$ cat src/ows_pkg.sv
// shared types and codes for the one-wire search rom decision engine
// no dependencies; used by ows_engine and one_wire_rom_search
package ows_pkg;

   localparam int ROM_BITS  = 64;
   localparam int POS_WIDTH = $clog2(ROM_BITS);
   localparam int BP_WIDTH  = 7;
   localparam int ID_WIDTH  = 64;

   localparam logic [BP_WIDTH-1:0] NONE_POINT = '1;

   localparam logic [1:0] ACT_RESTART  = 2'd0;
   localparam logic [1:0] ACT_BEGIN    = 2'd1;
   localparam logic [1:0] ACT_BIT_PAIR = 2'd2;

   localparam logic [2:0] STATUS_OK          = 3'd0;
   localparam logic [2:0] STATUS_FOUND       = 3'd1;
   localparam logic [2:0] STATUS_EXHAUSTED   = 3'd2;
   localparam logic [2:0] STATUS_NO_PRESENCE = 3'd3;
   localparam logic [2:0] STATUS_NO_RESPONSE = 3'd4;
   localparam logic [2:0] STATUS_NOT_IN_PASS = 3'd5;

   typedef struct packed {
      logic [1:0] action;
      logic       presence;
      logic       bit_true;
      logic       bit_complement;
   } item_type;

   typedef struct packed {
      logic [2:0]          status;
      logic                direction;
      logic [ID_WIDTH-1:0] rom_id;
   } result_type;

endpackage

$ cat src/ows_engine.sv
// search state and per-item branch decision
// depends on ows_pkg; instantiated by one_wire_rom_search
module ows_engine (
   input  logic               clock,
   input  logic               reset,
   input  logic               fire,
   input  ows_pkg::item_type  item,
   output ows_pkg::result_type result
);

   logic [ows_pkg::ROM_BITS-1:0]  rom_ff, rom_in;
   logic [ows_pkg::BP_WIDTH-1:0]  last_bp_ff, last_bp_in;
   logic [ows_pkg::BP_WIDTH-1:0]  pass_bp_ff, pass_bp_in;
   logic                          all_taken_ff, all_taken_in;
   logic                          exhausted_ff, exhausted_in;
   logic [ows_pkg::BP_WIDTH-1:0]  bit_pos_ff, bit_pos_in;
   logic                          pass_active_ff, pass_active_in;

   logic [ows_pkg::POS_WIDTH-1:0] pos;
   logic [ows_pkg::BP_WIDTH-1:0]  pos_ext;
   logic                          dir;

   assign pos     = bit_pos_ff[ows_pkg::POS_WIDTH-1:0];
   assign pos_ext = ows_pkg::BP_WIDTH'(pos);

   always_comb begin
      rom_in         = rom_ff;
      last_bp_in     = last_bp_ff;
      pass_bp_in     = pass_bp_ff;
      all_taken_in   = all_taken_ff;
      exhausted_in   = exhausted_ff;
      bit_pos_in     = bit_pos_ff;
      pass_active_in = pass_active_ff;
      dir            = item.bit_true;
      result         = '0;
      result.status  = ows_pkg::STATUS_NOT_IN_PASS;
      unique case (item.action)
         ows_pkg::ACT_RESTART: begin
            rom_in         = '0;
            last_bp_in     = ows_pkg::NONE_POINT;
            pass_bp_in     = ows_pkg::NONE_POINT;
            all_taken_in   = 1'b1;
            exhausted_in   = 1'b0;
            bit_pos_in     = '0;
            pass_active_in = 1'b0;
            result.status  = ows_pkg::STATUS_OK;
         end
         ows_pkg::ACT_BEGIN: begin
            pass_active_in = 1'b0;
            if (exhausted_ff) begin
               result.status = ows_pkg::STATUS_EXHAUSTED;
            end else if (!item.presence) begin
               result.status = ows_pkg::STATUS_NO_PRESENCE;
            end else begin
               pass_active_in = 1'b1;
               bit_pos_in     = '0;
               pass_bp_in     = ows_pkg::NONE_POINT;
               all_taken_in   = 1'b1;
               result.status  = ows_pkg::STATUS_OK;
            end
         end
         ows_pkg::ACT_BIT_PAIR: begin
            if (!pass_active_ff) begin
               result.status = ows_pkg::STATUS_NOT_IN_PASS;
            end else if (item.bit_true && item.bit_complement) begin
               pass_active_in = 1'b0;
               result.status  = ows_pkg::STATUS_NO_RESPONSE;
            end else begin
               if (!item.bit_true && !item.bit_complement) begin
                  if (last_bp_ff != ows_pkg::NONE_POINT && pos_ext == last_bp_ff) begin
                     // pending junction: take the one side now
                     dir        = 1'b1;
                     last_bp_in = pass_bp_ff;
                  end else if (last_bp_ff != ows_pkg::NONE_POINT && pos_ext < last_bp_ff) begin
                     dir = rom_ff[pos];
                     if (!dir) begin
                        all_taken_in = 1'b0;
                        pass_bp_in   = pos_ext;
                     end
                  end else begin
                     // new ground: take zero
                     dir          = 1'b0;
                     last_bp_in   = pos_ext;
                     pass_bp_in   = pos_ext;
                     all_taken_in = 1'b0;
                  end
               end
               rom_in[pos]      = dir;
               bit_pos_in       = bit_pos_ff + 1'b1;
               result.direction = dir;
               result.status    = ows_pkg::STATUS_OK;
               if (bit_pos_in >= ows_pkg::BP_WIDTH'(ows_pkg::ROM_BITS)) begin
                  pass_active_in = 1'b0;
                  bit_pos_in     = '0;
                  exhausted_in   = exhausted_ff | all_taken_in;
                  result.status  = ows_pkg::STATUS_FOUND;
                  result.rom_id  = ows_pkg::ID_WIDTH'(rom_in);
               end
            end
         end
         default: begin
            result.status = ows_pkg::STATUS_NOT_IN_PASS;
         end
      endcase
   end

   always_ff @(posedge clock) begin
      if (reset) begin
         rom_ff         <= '0;
         last_bp_ff     <= ows_pkg::NONE_POINT;
         pass_bp_ff     <= ows_pkg::NONE_POINT;
         all_taken_ff   <= 1'b1;
         exhausted_ff   <= 1'b0;
         bit_pos_ff     <= '0;
         pass_active_ff <= 1'b0;
      end else if (fire) begin
         rom_ff         <= rom_in;
         last_bp_ff     <= last_bp_in;
         pass_bp_ff     <= pass_bp_in;
         all_taken_ff   <= all_taken_in;
         exhausted_ff   <= exhausted_in;
         bit_pos_ff     <= bit_pos_in;
         pass_active_ff <= pass_active_in;
      end
   end

   // position stays inside the rom while a pass runs
   assert property (@(posedge clock) disable iff (reset)
      pass_active_ff |-> bit_pos_ff < ows_pkg::BP_WIDTH'(ows_pkg::ROM_BITS))
      else $error("bit position beyond rom during pass");

   // a pass never runs once the enumeration is exhausted
   assert property (@(posedge clock) disable iff (reset)
      fire && item.action == ows_pkg::ACT_BEGIN && exhausted_ff |=> !pass_active_ff)
      else $error("pass started while exhausted");

   // a found rom always ends the pass and rewinds the position
   assert property (@(posedge clock) disable iff (reset)
      fire && result.status == ows_pkg::STATUS_FOUND |=> !pass_active_ff && bit_pos_ff == '0)
      else $error("pass not closed after found rom");

endmodule

$ cat src/one_wire_rom_search.sv
// Search-ROM decision engine for a one-wire bus master. Each accepted item
// (restart, pass start with presence, or a true/complement bit pair) gives
// exactly one result, moved from the input register into the result register; a
// new item can be accepted every clock cycle, limited only by rsp_stall. The
// per-item decision is a single pass of logic between the input register
// and the result register, and the search state updates as the item moves
// into the result register. No clearing pass follows reset.
// top level: input register, result register; depends on ows_pkg, ows_engine
module one_wire_rom_search (
   input  logic                         clock,
   input  logic                         reset,
   input  logic                         req_valid,
   output logic                         req_stall,
   input  logic [1:0]                   req_action,
   input  logic                         req_presence,
   input  logic                         req_bit_true,
   input  logic                         req_bit_complement,
   output logic                         rsp_valid,
   input  logic                         rsp_stall,
   output logic [2:0]                   rsp_status,
   output logic                         rsp_direction,
   output logic [ows_pkg::ID_WIDTH-1:0] rsp_rom_id
);

   logic                in_valid_ff, in_valid_in;
   ows_pkg::item_type   in_item_ff;
   logic                out_valid_ff, out_valid_in;
   ows_pkg::result_type out_ff;
   ows_pkg::result_type result;
   logic                advance;
   logic                fire;

   assign advance   = !out_valid_ff || !rsp_stall;
   assign fire      = in_valid_ff && advance;
   assign req_stall = in_valid_ff && !advance;

   always_comb begin
      in_valid_in  = req_stall ? in_valid_ff : req_valid;
      out_valid_in = advance ? in_valid_ff : out_valid_ff;
   end

   always_ff @(posedge clock) begin
      if (reset) begin
         in_valid_ff  <= 1'b0;
         out_valid_ff <= 1'b0;
      end else begin
         in_valid_ff  <= in_valid_in;
         out_valid_ff <= out_valid_in;
      end
   end

   always_ff @(posedge clock) begin
      if (req_valid && !req_stall) begin
         in_item_ff.action         <= req_action;
         in_item_ff.presence       <= req_presence;
         in_item_ff.bit_true       <= req_bit_true;
         in_item_ff.bit_complement <= req_bit_complement;
      end
      if (fire) begin
         out_ff <= result;
      end
   end

   ows_engine u_engine (
      .clock  (clock),
      .reset  (reset),
      .fire   (fire),
      .item   (in_item_ff),
      .result (result)
   );

   assign rsp_valid     = out_valid_ff;
   assign rsp_status    = out_ff.status;
   assign rsp_direction = out_ff.direction;
   assign rsp_rom_id    = out_ff.rom_id;

   // a held item is not dropped while the result side is stalled
   assert property (@(posedge clock) disable iff (reset)
      in_valid_ff && out_valid_ff && rsp_stall |=> in_valid_ff)
      else $error("pending item lost under stall");

   // rom id only carries data with a found device
   assert property (@(posedge clock) disable iff (reset)
      rsp_valid && rsp_status != ows_pkg::STATUS_FOUND |-> rsp_rom_id == '0)
      else $error("rom id set without found status");

   // error answers carry no write-back bit
   assert property (@(posedge clock) disable iff (reset)
      rsp_valid && (rsp_status == ows_pkg::STATUS_EXHAUSTED ||
                    rsp_status == ows_pkg::STATUS_NO_PRESENCE ||
                    rsp_status == ows_pkg::STATUS_NO_RESPONSE ||
                    rsp_status == ows_pkg::STATUS_NOT_IN_PASS) |-> !rsp_direction)
      else $error("direction set on error status");

endmodule
$ cat config.mk
export PLATFORM = sky130hd
export DESIGN_NAME = one_wire_rom_search
export DESIGN_NICKNAME = d
export VERILOG_FILES = /design/src/ows_pkg.sv /design/src/ows_engine.sv /design/src/one_wire_rom_search.sv
export SDC_FILE = /design/constraint.sdc
export NUM_CORES = 1
export LEC_CHECK = 0
export ABC_AREA = 1
export CAP_MARGIN = 15
export CELL_PAD_IN_SITES_DETAIL_PLACEMENT = 2
export CELL_PAD_IN_SITES_GLOBAL_PLACEMENT = 2
export CORE_MARGIN = 4
export CORE_UTILIZATION = 38
export CTS_BUF_LIST = sky130_fd_sc_hd__clkbuf_2 sky130_fd_sc_hd__clkbuf_4 sky130_fd_sc_hd__clkbuf_8
export DETAILED_ROUTE_END_ITERATION = 7
export DONT_BUFFER_PORTS = 1
export GPL_TIMING_DRIVEN = 0
export PLACE_DENSITY_LB_ADDON = 0.1
export SKIP_LAST_GASP = 1
export SLEW_MARGIN = 20
export SYNTH_ARGS = -nofsm -noshare
export SYNTH_HDL_FRONTEND = slang
export SYNTH_SLANG_ARGS = --single-unit
$ cat constraint.sdc
create_clock -name clock -period 5.45 [get_ports clock]
set_clock_uncertainty 0.05 [all_clocks]
set_input_delay 1.09 -clock clock [delete_from_list [all_inputs] [get_ports clock]]
set_output_delay 1.09 -clock clock [all_outputs]
set_load 0.01 [all_outputs]
==> qor.txt, run 1 <==
RUN STATUS
------------------------------------------------------------------------------------------------------
Run status                                                                                   completed

CRITICAL PATH
------------------------------------------------------------------------------------------------------
Startpoint class of the critical path                                                     primary input
Maximum fanout along the worst path                                                                 24
Arrival time worst endpoint                                                                    3.87 ns
Total buffers and inverters traversed by the critical path                                           2
CP Data Required Time                                                                          5.78 ns
Top cell by count, worst path                                                                  nand2_1
Critical Path Max Stage Delay                                                                  0.88 ns
Critical path start-end classification                                                       in -> reg
Standard cell with the maximum stage delay on the critical path                                 nor2_1
Cell family with most CP delay                                                            simple AND/OR/NAND/NOR gates
Register-to-register setup slack                                                               2.06 ns
Worst Setup End Kind                                                                              flop
CP cell instances                                                                         nand2_1, nand2_1, inv_4, nand4_1, nor2_1, clkbuf_1, nand3_1, a21oi_1

FLOORPLANNING
------------------------------------------------------------------------------------------------------
Die area                                                                                   24600 sq um
Num ports                                                                                           79
Floorplan row count                                                                                 54
Starting Density                                                                                 38.6%
Chip width                                                                                      157 um
Core Region                                                                                21800 sq um
Chip Height                                                                                     157 um

PLACE
------------------------------------------------------------------------------------------------------
DP HPWL                                                                                       23400 um
I/O Buffers                                                                                          0
Final weighted congestion in routability-driven placement                                        0.823

GRT
------------------------------------------------------------------------------------------------------
Final global-route overflow total                                                                    0
Pin count of the biggest net entering global routing                                                48
Total routing resource utilization after global routing                                          27.2%
Number of global-route vias before repair                                                         8923
First-pass GRT wire length                                                                    51100 um
Antenna violations before repair                                                                     0

TIMING
------------------------------------------------------------------------------------------------------
Count of pins over their slew limit                                                                  0
Rel. slew slack                                                                                  30.1%
Setup repair after global routing missed its margin                                                 no
Final worst path period need                                                                   3.54 ns
Top achievable clock speed                                                                     283 MHz
Number of hold-slack violations in the final timing report                                           0
Final critical-path share of the clock period                                                    64.9%
Final setup fails                                                                                    0
Final TNS setup                                                                                   0 ns
Transition time at the pin with the least slew margin                                          1.04 ns

POWER AND IR DROP
------------------------------------------------------------------------------------------------------
Power density over cell area                                                               286 nW/um^2
P_leak                                                                                         3.23 nW
VDD IR max                                                                                      128 uV

LOGIC SYNTHESIS
------------------------------------------------------------------------------------------------------
Warnings from Yosys                                                                                  0
Synth Net Count                                                                                   1176
Mapped Area                                                                                 8420 sq um
Unique cell type count in the Yosys netlist                                                         28
Number of cells produced by synthesis                                                             1156
Synth top area share                                                                             26.0%
Cells taking the most area after synthesis                                                edfxtp_1 26%, dfxtp_1 21%, nand2_1 11%
Part of the Yosys area used for sequential elements                                              47.4%
Avg Cell Area, Syn                                                                          7.28 sq um
Most area-hungry cell type in the Yosys netlist                                               edfxtp_1
Number of synthesized register bits                                                                163

DETAILED ROUTING
------------------------------------------------------------------------------------------------------
Count of routing violations after the opening detailed-route iteration                             624
Wirelength, routed                                                                            33100 um
Antenna viol nets, final                                                                             0
Pre-antenna DRT Iters                                                                                5
DRC violation count after routing                                                                    0
Post-detailed-route via-to-cell ratio                                                             5.62
Routed wirelength normalized by instance count                                                 22.5 um
Number of vias in the routed layout                                                               8257

FLOW RUN
------------------------------------------------------------------------------------------------------
Max-cap violations                                                                                   0

LAYOUT
------------------------------------------------------------------------------------------------------
Nets                                                                                              1196
Number of antenna cells inserted                                                                     0
Leading cell types in the layout, fill and taps excluded                                  248 x nand2_1, 174 x nand3_1, 162 x nor2_1
Growth of design area from synthesis to finish                                                   10.5%
Fraction of final layout cells with drive strength greater than 1                                5.13%
Fin util                                                                                         42.7%
Most common cell after layout, fill and taps aside                                             nand2_1
Number of fill cells                                                                              2608

CLOCK NETWORK
------------------------------------------------------------------------------------------------------
Postcts setup bufs                                                                                   0
Number of cells upsized or downsized after cts                                                       0
Sinks on the clock net                                                                             163
CTS tree                                                                                         built
Largest buffer count on any clock path                                                               2
Number of buffers created by CTS                                                                    17
CTS Hold Buffers Added                                                                               0
Clock transition at the register clock pins on the worst setup and hold paths after CTS        0.10 ns
Root buf cell                                                                                 clkbuf_8
Clock latency reported for the late side of the worst-skew pair                                0.48 ns
CTS HTree Levels                                                                                     4

HOLD PATH
------------------------------------------------------------------------------------------------------
Worst min-delay path class                                                                  reg -> reg

cell usage after synthesis:
master      n
nor2_4      2
a21oi_1    75
nor2_2      1
inv_2       5
o22ai_1     1
ha_1       11
o21ai_0    86
edfxtp_1   73
dfxtp_1    90
buf_2       8
or2_2       2
nor3_1      4
o211ai_1   14
buf_1       1
buf_6       2
nor3b_1     2
a211oi_1    2
buf_4       7
nand4_1     4
clkbuf_1   53
o21ai_1     8
xor2_1      1
nand3_1   174
nand2_1   248
inv_1     118
a221oi_1    1
nor2_1    162
o311ai_0    1
routing by layer:
metal | part of all wire (%) | up-vias | wire length, um | track usage [%]
met2 | 51 | 235 | 16700 | 48.6
met5 | 0 | - | 0 | 0
met4 | 2.0 | 0 | 657 | 7.44
li1 | - | 3823 | - | -
met1 | 42 | 4148 | 13800 | 33.0
met3 | 5.9 | 51 | 1960 | 5.78
metrics by stage:
stage / setup WS, ns / area, sq um / cells / power [mW] / hold WS, ns
4_1_cts: 2.00 / 9310 / 1469 / 2.67 / 0.424
6_report: 1.91 / 9310 / 1469 / 2.67 / 0.419
3_3_place_gp: -0.556 / 8770 / 1436 / 1.53 / 0.401
2_1_floorplan: 1.34 / 8420 / 1156 / 1.46 / 0.391
5_1_grt: 1.83 / 9310 / 1469 / 2.75 / 0.437
3_5_place_dp: 1.58 / 8800 / 1437 / 1.54 / 0.409
worst reg2reg max path, stage by stage (launching register included):
cell	delay, ns
edfxtp_1	0.40
inv_1	0.08
ha_1	0.31
inv_1	0.17
nor2_1	0.08
inv_1	0.08
nand4_1	0.24
nor2_1	0.88
clkbuf_1	0.60
nand3_1	0.22
a21oi_1	0.19
layout make-up:
type / instances / area (sq um) / share of cell area, %
buffer: 71 / 318 / 3.41
clock buffer: 20 / 256 / 2.76
clock inverter: 12 / 251 / 2.70
multi-input combinational: 799 / 3650 / 39.2
inverter: 123 / 464 / 4.99
tap: 280 / 350 / 3.76
timing repair buffer: 1 / 27.5 / 0.296
sequential: 163 / 3990 / 42.9
path summary, 6_finish.rpt:
path,start,to,cells past startpoint
setup / recovery,rsp_stall,u_engine.rom_ff[63],8
setup reg to reg,in_item_ff[3],u_engine.rom_ff[63],10
hold reg to reg,u_engine.rom_ff[20],u_engine.rom_ff[20],2
hold / removal,u_engine.rom_ff[20],u_engine.rom_ff[20],2
logic make-up (layout without fill, tap and decap cells):
group	after synthesis	after routing	synth area share, %
AO/OA/AOI/OAI	188	188	11.8
XOR/XNOR	1	1	0.104
adder cells (fa/ha/maj)	11	11	1.63
buffers and inverters	194	227	9.26
flip-flops	163	163	47.4
AND/OR/NAND/NOR	599	599	29.8
flip-flops by register name, indices dropped and copies added (netlist names):
signal	count
u_engine.rom_ff	64
rsp_valid	1
in_valid_ff	1
u_engine.last_bp_ff	7
u_engine.bit_pos_ff	7
rsp_status	3
in_item_ff	5
rsp_rom_id	64
u_engine.pass_active_ff	1
u_engine.exhausted_ff	1
rsp_direction	1
u_engine.all_taken_ff	1
u_engine.pass_bp_ff	7
where the power goes:
| part | total [mW] | internal [mW] | switching (mW) |
|---|---|---|---|
| Sequential | 1.33 | 1.31 | 0.0268 |
| Clock | 1.15 | 0.659 | 0.495 |
| Combinational | 0.180 | 0.0394 | 0.141 |
No activity file was read; power rests on OpenSTA's default activity.
==> run 2, diff against run 1 <==
==> constraint.sdc (replaced) <==
create_clock -name clock -period 3.6 [get_ports clock]
set_clock_uncertainty 0.05 [all_clocks]
set_input_delay 0.72 -clock clock [delete_from_list [all_inputs] [get_ports clock]]
set_output_delay 0.72 -clock clock [all_outputs]
set_load 0.01 [all_outputs]
==> qor.txt, run 2 (synthesized netlist as in run 1, its figures left out) <==
CRITICAL PATH
------------------------------------------------------------------------------------------------------
Maximum fanout along the worst path                                                                 10
Worst Setup End Kind                                                                              flop
Arrival time worst endpoint                                                                    3.48 ns
Startpoint class of the critical path                                                             flop
CP cell instances                                                                         inv_2, buf_4, buf_2, nand2_1, nand3_1, nand2_1, o21ai_1, nand2_1, nor2_1, nand2_1, nand2_1, nand2_1, nand2_1, buf_6, buf_4, nand3_1, nand2_1, nor2_1
Register-to-Register Path Depth                                                                     18
Total number of cells along the worst setup path                                                    18
Standard cell with the maximum stage delay on the critical path                                dfxtp_1
Total buffers and inverters traversed by the critical path                                           5
Cell family with most CP delay                                                            simple AND/OR/NAND/NOR gates
Critical path start-end classification                                                      reg -> reg
CP Data Required Time                                                                          3.77 ns
Critical Path Max Stage Delay                                                                  0.39 ns
Top cell by count, worst path                                                                  nand2_1

GRT
------------------------------------------------------------------------------------------------------
Final global-route overflow total                                                                    0
Total routing resource utilization after global routing                                          27.7%
Number of global-route vias before repair                                                         8866
Pin count of the biggest net entering global routing                                                36
Antenna violations before repair                                                                     0
First-pass GRT wire length                                                                    51800 um

CLOCK NETWORK
------------------------------------------------------------------------------------------------------
Number of cells upsized or downsized after cts                                                       0
Root buf cell                                                                                 clkbuf_8
Clock transition at the register clock pins on the worst setup and hold paths after CTS        0.10 ns
CTS tree                                                                                         built
CTS HTree Levels                                                                                     4
Number of buffers created by CTS                                                                    17
Largest buffer count on any clock path                                                               2
Clock latency reported for the late side of the worst-skew pair                                0.49 ns
CTS Hold Buffers Added                                                                               0
Postcts setup bufs                                                                                   0
Sinks on the clock net                                                                             163

TIMING
------------------------------------------------------------------------------------------------------
Rel. slew slack                                                                                  40.9%
Setup repair after global routing missed its margin                                                 no
Final TNS setup                                                                                   0 ns
Final worst hold slack                                                                        0.278 ns
Final critical-path share of the clock period                                                    92.0%
Top achievable clock speed                                                                     302 MHz
Transition time at the pin with the least slew margin                                         0.884 ns
Final Worst Setup Slack                                                                       0.289 ns
Final worst path period need                                                                   3.31 ns
Number of hold-slack violations in the final timing report                                           0
Final setup fails                                                                                    0
Count of pins over their slew limit                                                                  0

LAYOUT
------------------------------------------------------------------------------------------------------
Leading cell types in the layout, fill and taps excluded                                  248 x nand2_1, 174 x nand3_1, 161 x nor2_1
Most common cell after layout, fill and taps aside                                             nand2_1
Number of fill cells                                                                              2653
Growth of design area from synthesis to finish                                                   9.57%
Fin util                                                                                         42.3%
Number of antenna cells inserted                                                                     0
Fraction of final layout cells with drive strength greater than 1                                5.29%
Summed area of non-filler cells in the final layout                                         9230 sq um
Nets                                                                                              1197
Count of placed standard cells in the final layout, fillers left out                              1470

PLACE
------------------------------------------------------------------------------------------------------
Standard cell area after detailed placement                                                 8810 sq um
I/O Buffers                                                                                          0
DP HPWL                                                                                       23700 um
Worst-case setup slack after placement                                                      -0.0996 ns
Final weighted congestion in routability-driven placement                                        0.799
Post-placement cell count                                                                         1438

POWER AND IR DROP
------------------------------------------------------------------------------------------------------
VDD IR max                                                                                      231 uV
Power density over cell area                                                               406 nW/um^2
Final Power                                                                                    3.74 mW
P_leak                                                                                         3.18 nW

FLOORPLANNING
------------------------------------------------------------------------------------------------------
Num ports                                                                                           79
Die area                                                                                   24600 sq um
Floorplan row count                                                                                 54
Core Region                                                                                21800 sq um
Chip Height                                                                                     157 um
Starting Density                                                                                 38.6%
Chip width                                                                                      157 um

DETAILED ROUTING
------------------------------------------------------------------------------------------------------
Number of vias in the routed layout                                                               8231
Antenna viol nets, final                                                                             0
Post-route met1 wirelength                                                                    14700 um
Routed wirelength normalized by instance count                                                 22.7 um
Total length of routed met3 wires                                                              1130 um
Wirelength, routed                                                                            33400 um
DRC violation count after routing                                                                    0
Post-detailed-route via-to-cell ratio                                                             5.60
Top routing layer in use                                                                          met4
Count of routing violations after the opening detailed-route iteration                             519
Pre-antenna DRT Iters                                                                                6
Total length of routed met2 wires                                                             16800 um

RUN STATUS
------------------------------------------------------------------------------------------------------
Run status                                                                                   completed

FLOW RUN
------------------------------------------------------------------------------------------------------
Max-cap violations                                                                                   0

HOLD PATH
------------------------------------------------------------------------------------------------------
Instance count along the most critical hold path                                                     0
Worst min-delay path class                                                                   in -> reg

run 2: layout make-up:
type	instances	area, sq um	share of cell area [%]
flip-flops and latches	163	3990	43.3
multi-input cells	799	3650	39.6
inverters	123	465	5.04
well taps	280	350	3.80
plain buffers	71	318	3.44
clock buffers	20	269	2.92
clock inverters	12	140	1.52
repair buffers	2	40.0	0.434
run 2: path summary, 6_finish.rpt:
check,startpoint,endpoint,slack [ns]
min reg2reg,u_engine.rom_ff[52],u_engine.rom_ff[52],0.42
min,req_bit_true,in_item_ff[1],0.28
max reg2reg,u_engine.bit_pos_ff[0],rsp_rom_id[62],0.29
max,u_engine.bit_pos_ff[0],rsp_rom_id[62],0.29
run 2: routing by layer:
| layer | vias to the layer above | track usage [%] |
|---|---|---|
| met3 | 54 | 4.18 |
| li1 | 3835 | - |
| met1 | 4197 | 34.9 |
| met4 | 0 | 8.47 |
| met2 | 145 | 48.8 |
| met5 | - | 0 |
run 2: worst register-to-register path, stage by stage, from the launching register on:
cell     delay, ns
dfxtp_1       0.39
inv_2         0.08
buf_4         0.19
buf_2         0.37
nand2_1       0.13
nand3_1       0.13
nand2_1       0.06
o21ai_1       0.24
nand2_1       0.09
nor2_1        0.11
nand2_1       0.13
nand2_1       0.08
nand2_1       0.08
nand2_1       0.17
buf_6         0.20
buf_4         0.21
nand3_1       0.14
nand2_1       0.14
nor2_1        0.06
run 2: power breakdown:
part	internal [mW]	switching (mW)	leakage (nW)	total (mW)
Combinational	0.0612	0.211	1.54	0.273
Sequential	1.98	0.0406	1.43	2.02
Clock	0.674	0.779	0.205	1.45
Total	2.71	1.03	3.18	3.74
